## src/rtl/core/vertex_normal_averager_assert.svh

```systemverilog
// assertion macros for the vertex normal averager
`ifndef VERTEX_NORMAL_AVERAGER_ASSERT_SVH
`define VERTEX_NORMAL_AVERAGER_ASSERT_SVH

// same-cycle implication, checked out of reset
`define VNA_ASSERT_IMP(name, ante, cons) \
    name: assert property (@(posedge clk) disable iff (!rst_n) (ante) |-> (cons)) \
        else $error("vertex normal averager check failed");

// next-cycle implication, checked out of reset
`define VNA_ASSERT_NXT(name, ante, cons) \
    name: assert property (@(posedge clk) disable iff (!rst_n) (ante) |=> (cons)) \
        else $error("vertex normal averager check failed");

`endif

```

## src/rtl/core/vna_ram.sv

```systemverilog
module vna_ram #(
    parameter int WIDTH = 8,
    parameter int DEPTH = 64
) (
    input  logic                     clk,
    input  logic                     we,
    input  logic [$clog2(DEPTH)-1:0] waddr,
    input  logic [WIDTH-1:0]         wdata,
    input  logic [$clog2(DEPTH)-1:0] raddr,
    output logic [WIDTH-1:0]         rdata
);

    logic [WIDTH-1:0] mem [DEPTH];

    // one write port, one registered read port
    always_ff @(posedge clk)
    begin
        if (we)
        begin
            mem[waddr] <= wdata;
        end
        rdata <= mem[raddr];
    end

endmodule

```

## config.mk

```make
export PLATFORM = sky130hd
export DESIGN_NAME = vna_ram
export DESIGN_NICKNAME = d
export VERILOG_FILES = /design/src/rtl/core/vertex_normal_averager_assert.svh /design/src/rtl/core/vna_ram.sv
export SDC_FILE = /design/constraint.sdc
export NUM_CORES = 1
export LEC_CHECK = 0
export BUFFER_PORTS_ARGS = -buffer_cell sky130_fd_sc_hd__buf_2
export CAP_MARGIN = 20
export CORE_UTILIZATION = 45
export CTS_CLUSTER_DIAMETER = 200
export DETAILED_ROUTE_END_ITERATION = 16
export GPL_TIMING_DRIVEN = 0
export PLACE_DENSITY = 0.69
export SETUP_SLACK_MARGIN = 0.15
export SYNTH_ARGS = -nofsm -noshare
export SYNTH_HDL_FRONTEND = slang
export SYNTH_SLANG_ARGS = --single-unit
```

## constraint.sdc

```tcl
create_clock -name clk -period 2.4 [get_ports clk]
set_clock_uncertainty 0.05 [all_clocks]
set_input_delay 0.48 -clock clk [delete_from_list [all_inputs] [get_ports clk]]
set_output_delay 0.48 -clock clk [all_outputs]
set_load 0.03 [all_outputs]
```

# == Word level (Yosys, flattened, before mapping) ==
# Memory sizes are Yosys's and may differ from the RTL's. A register that Yosys moved wholly into a read port is not among the register bits.
# Index checks and enable logic that the tools add are counted.
# classes
n_mux,2
# op_table
op,n
1-bit 2-to-1 mux,2
# totals
regBits,0
ramBits,512
mem_count,1
# mem_list
name,words,width,read_ports,rd_clocked_by_memory_dff,write_ports,line,rtl
mem,64,8,1,1,1,vna_ram.sv:13,logic [WIDTH-1:0] mem [DEPTH];

# == Longest topological paths before layout ==
# depth
word_depth,2
ltp_mapped,9
depth_no_buf,5

# == Worst setup path after synthesis ==
# OpenSTA, ideal clock, no wires.
# synth_timing
path_type,input-to-reg
from,input raddr[1]
to,"register rdata[3], read port of mem"
setup_ns,0.128
arrival_ns,2.020
required_time_ns,2.222
slack_ns,0.202
stages,7
path_buffers,3
path_cell_list,buf_4 > buf_2 > buf_2 > mux4_2 > mux4_2 > o21ai_1 > o41ai_1
# synth_lines
item,line,rtl
start: declaration,vna_ram.sv:9,"input logic [$clog2(DEPTH)-1:0] raddr,"
end: declaration,vna_ram.sv:10,output logic [WIDTH-1:0] rdata

# == Final worst setup path ==
# layout_timing
from,input waddr[2]
to,memory mem[45][2] (enable)
# layout_lines
item,line,rtl
start: declaration,vna_ram.sv:7,"input logic [$clog2(DEPTH)-1:0] waddr,"
end: declaration,vna_ram.sv:13,
# Straight into the memory's write port.

==> metrics <==
Syn Area/Cell around 21 sq um; Slowest-stage cell, CP nor2_1; Mapped Cells 940; CP Cell Sequence clkbuf_1, nor2b_1, nand3_1, nor2_1; Slew HR 33.6%; layout cell share with drive strength beyond 1 27.5%; Max FO, Critical Path 10; CTS tree done; Die W around 210 um; Longest Clk Path Bufs 3; Crit path buffers/inverters 1; worst skew pair latency 0.60 ns; Syn. warnings 0; status complete, no violations; placed cell count approximately 1600; final worst-path cycle share 94.5%; initial core utilization 45.6%; total leakage power about 7.2 nW; Final Max Tran Viols 0; DR vias/cell ~6.0; R2R Path End rdata[6]; clock network power share about two fifths; Die ar. 45700 sq um; WHS Path Cells 1; hold path endpoint mem[39][7]; Crit path max-delay family simple AND/OR/NAND/NOR gates; Reg power frac between 50% and 60%; commonest non-fill, non-tap cell in the layout edfxtp_1; reg2reg setup slack about 0.17 ns; drt drc 0; IO buf count 21; HP Class in2reg; Async SR Flop Fraction 0%; initial antenna violation count 2; Cell Int Power approximately 15 mW; RR Startpoint mem[20][6]; PD cells ~840 nW/um^2; #FFs+latches synth 520; DP HPWL 30200 um; register area share after synthesis 77.0%; via count between 9000 and 10000; hold bufs inserted after CTS 0; Area after DPL approximately 21000 sq um; post-layout min period approximately 2.3 ns; final std cells w/o fill approximately 1700; row cnt slightly below 80; Reg2Reg Depth 5; TNS Setup 0 ns; DRT Pass-1 Iters 5; Fin Hold WS between 0.2 and 0.25 ns; Pwr Total around 19 mW; DRT antenna net count 0; CP Launch Type primary input; Design Area, Final about 23000 sq um; P_sw 4.06 mW; Synth area leader edfxtp_1; CP arrival 2.43 ns; Final setup viols 0; Combinational Power Share ~5.6%; final RePlAce weighted congestion around 0.96; switch share between 20% and 30%; CTS clk-pin slew, worst paths ~0.06 ns; Crit Path Class in2reg; RSZ-0062 raised after global routing yes; Die Height between 200 and 250 um; Area contributors post-synth edfxtp_1 76%, mux4_2 14%, nor2_1 1.5%, mux2i_1 1.1%, dfxtp_1 0.79%; Boundary Pins 30; first-pass GRT wire length between 60000 and 70000 um; HP Start wdata[7]; Diodes inserted 0; H-Tree Depth 2; initial drt markers approximately 1200; Post-synth EDFFs about 510; core area roughly 44000 sq um; Sink Count 520; synthesized area about 20000 sq um; GR Overflow Total 0; Post-Syn Nets 962; Worst setup EP type register; Area Overhead vs Synth 13.9%; Num CTS Buffers 51; VDD IR max a little over 0.0005 V; nets 1046; total track usage 21.8%; main flop type after synthesis edfxtp_1; Final Hold Vio Count 0; Post-CTS Repair Setup Buffers 0; Yosys cell types 40; number of global-route vias before repair slightly above 10000; clock root buffer clkbuf_16; top-area cell type share of the netlist area between 70 and 80%; pin count of the biggest net entering global routing 65; Total Routed Length 47400 um; commonest non-fill, non-tap cells in the layout 512 x edfxtp_1, 126 x mux4_2, 74 x nor2_1; slowest stage delay, CP around 0.86 ns; max cap viols 0; WL/cell ~29 um; Worst Tran Pin Value roughly 0.99 ns; fmax ~440 MHz; Worst EP required approximately 2.6 ns
## synthesized netlist by cell type, types with 11 or more instances
cell type,count
buf_2,11
clkbuf_1,17
nand2_1,19
nor2b_1,14
nor2_1,83
mux4_2,126
edfxtp_1,512
nand3_1,13
mux2i_1,23
mux2_2,13
buf_4,13
## metal layers
layer,part of all wire [%],global-route usage (%)
met1,40,30.2
met2,47,33.3
met3,9.1,5.32
met4,3.5,8.74
met5,0.057,0
## power by group through the flow
| stage | sequential, mW | combinational [mW] | clock (mW) |
|---|---|---|---|
| 2_1_floorplan | 10.3 | 0.536 | 0 |
| 3_3_place_gp | 10.3 | 0.992 | 0 |
| 3_5_place_dp | 10.3 | 1.02 | 0 |
| 4_1_cts | 10.1 | 1.03 | 8.15 |
| 5_1_grt | 10.1 | 1.12 | 8.47 |
| 6_report | 10.1 | 1.07 | 8.06 |
## logic make-up after synthesis
| kind of cell | Yosys count | share of synthesized area (%) |
|---|---|---|
| AO/OA/AOI/OAI | 54 | 2.07 |
| buffers and inverters | 51 | 1.57 |
| multiplexers | 162 | 15.9 |
| AND/OR/NAND/NOR | 153 | 3.39 |
| flip-flops | 520 | 77.0 |
## timing repair
item,in CTS,in global routing
gates resized for setup,16,20
endpoints found under the setup margin,8,103
cloned,0,0
## worst reg2reg max path: stages (launching register included)
cell	delay, ns
edfxtp_1	0.37
mux4_2	0.50
mux2_2	0.30
o221a_2	0.29
nor3_1	0.38
o32ai_2	0.20
## worst max-delay path by stage
| stage | from | end | slack, ns | cells after the start |
|---|---|---|---|---|
| finish | waddr[2] | mem[45][2] | 0.13 | 4 |
| global route | waddr[2] | mem[45][1] | 0.08 | 4 |
| global placement | raddr[1] | rdata[4] | -0.98 | 8 |
| CTS | raddr[1] | rdata[7] | 0.10 | 7 |
| detailed placement | raddr[1] | rdata[6] | -0.99 | 8 |
| floorplan | raddr[1] | rdata[3] | 0.20 | 7 |
## area by class of cell
type	count	area, sq um
plain buffers	51	354
repair buffers	31	288
flip-flops and latches	520	15500
clock inverters	31	322
clock buffers	63	1360
multi-input cells	369	4370
well taps	592	741
fillers	3399	21200
## stage by stage
step | worst slack [ns] | util (%)
after floorplan | 0.202 | -
after global placement | -0.982 | 47.5
after detailed placement | -0.986 | 47.7
after CTS | 0.103 | 51.6
after global routing | 0.0787 | 52.0
final | 0.133 | 52.0
## registers in the layout, indices dropped and copies added (netlist names)
register and cells:
mem 512, rdata 8
(Power assumes the default switching activity.)
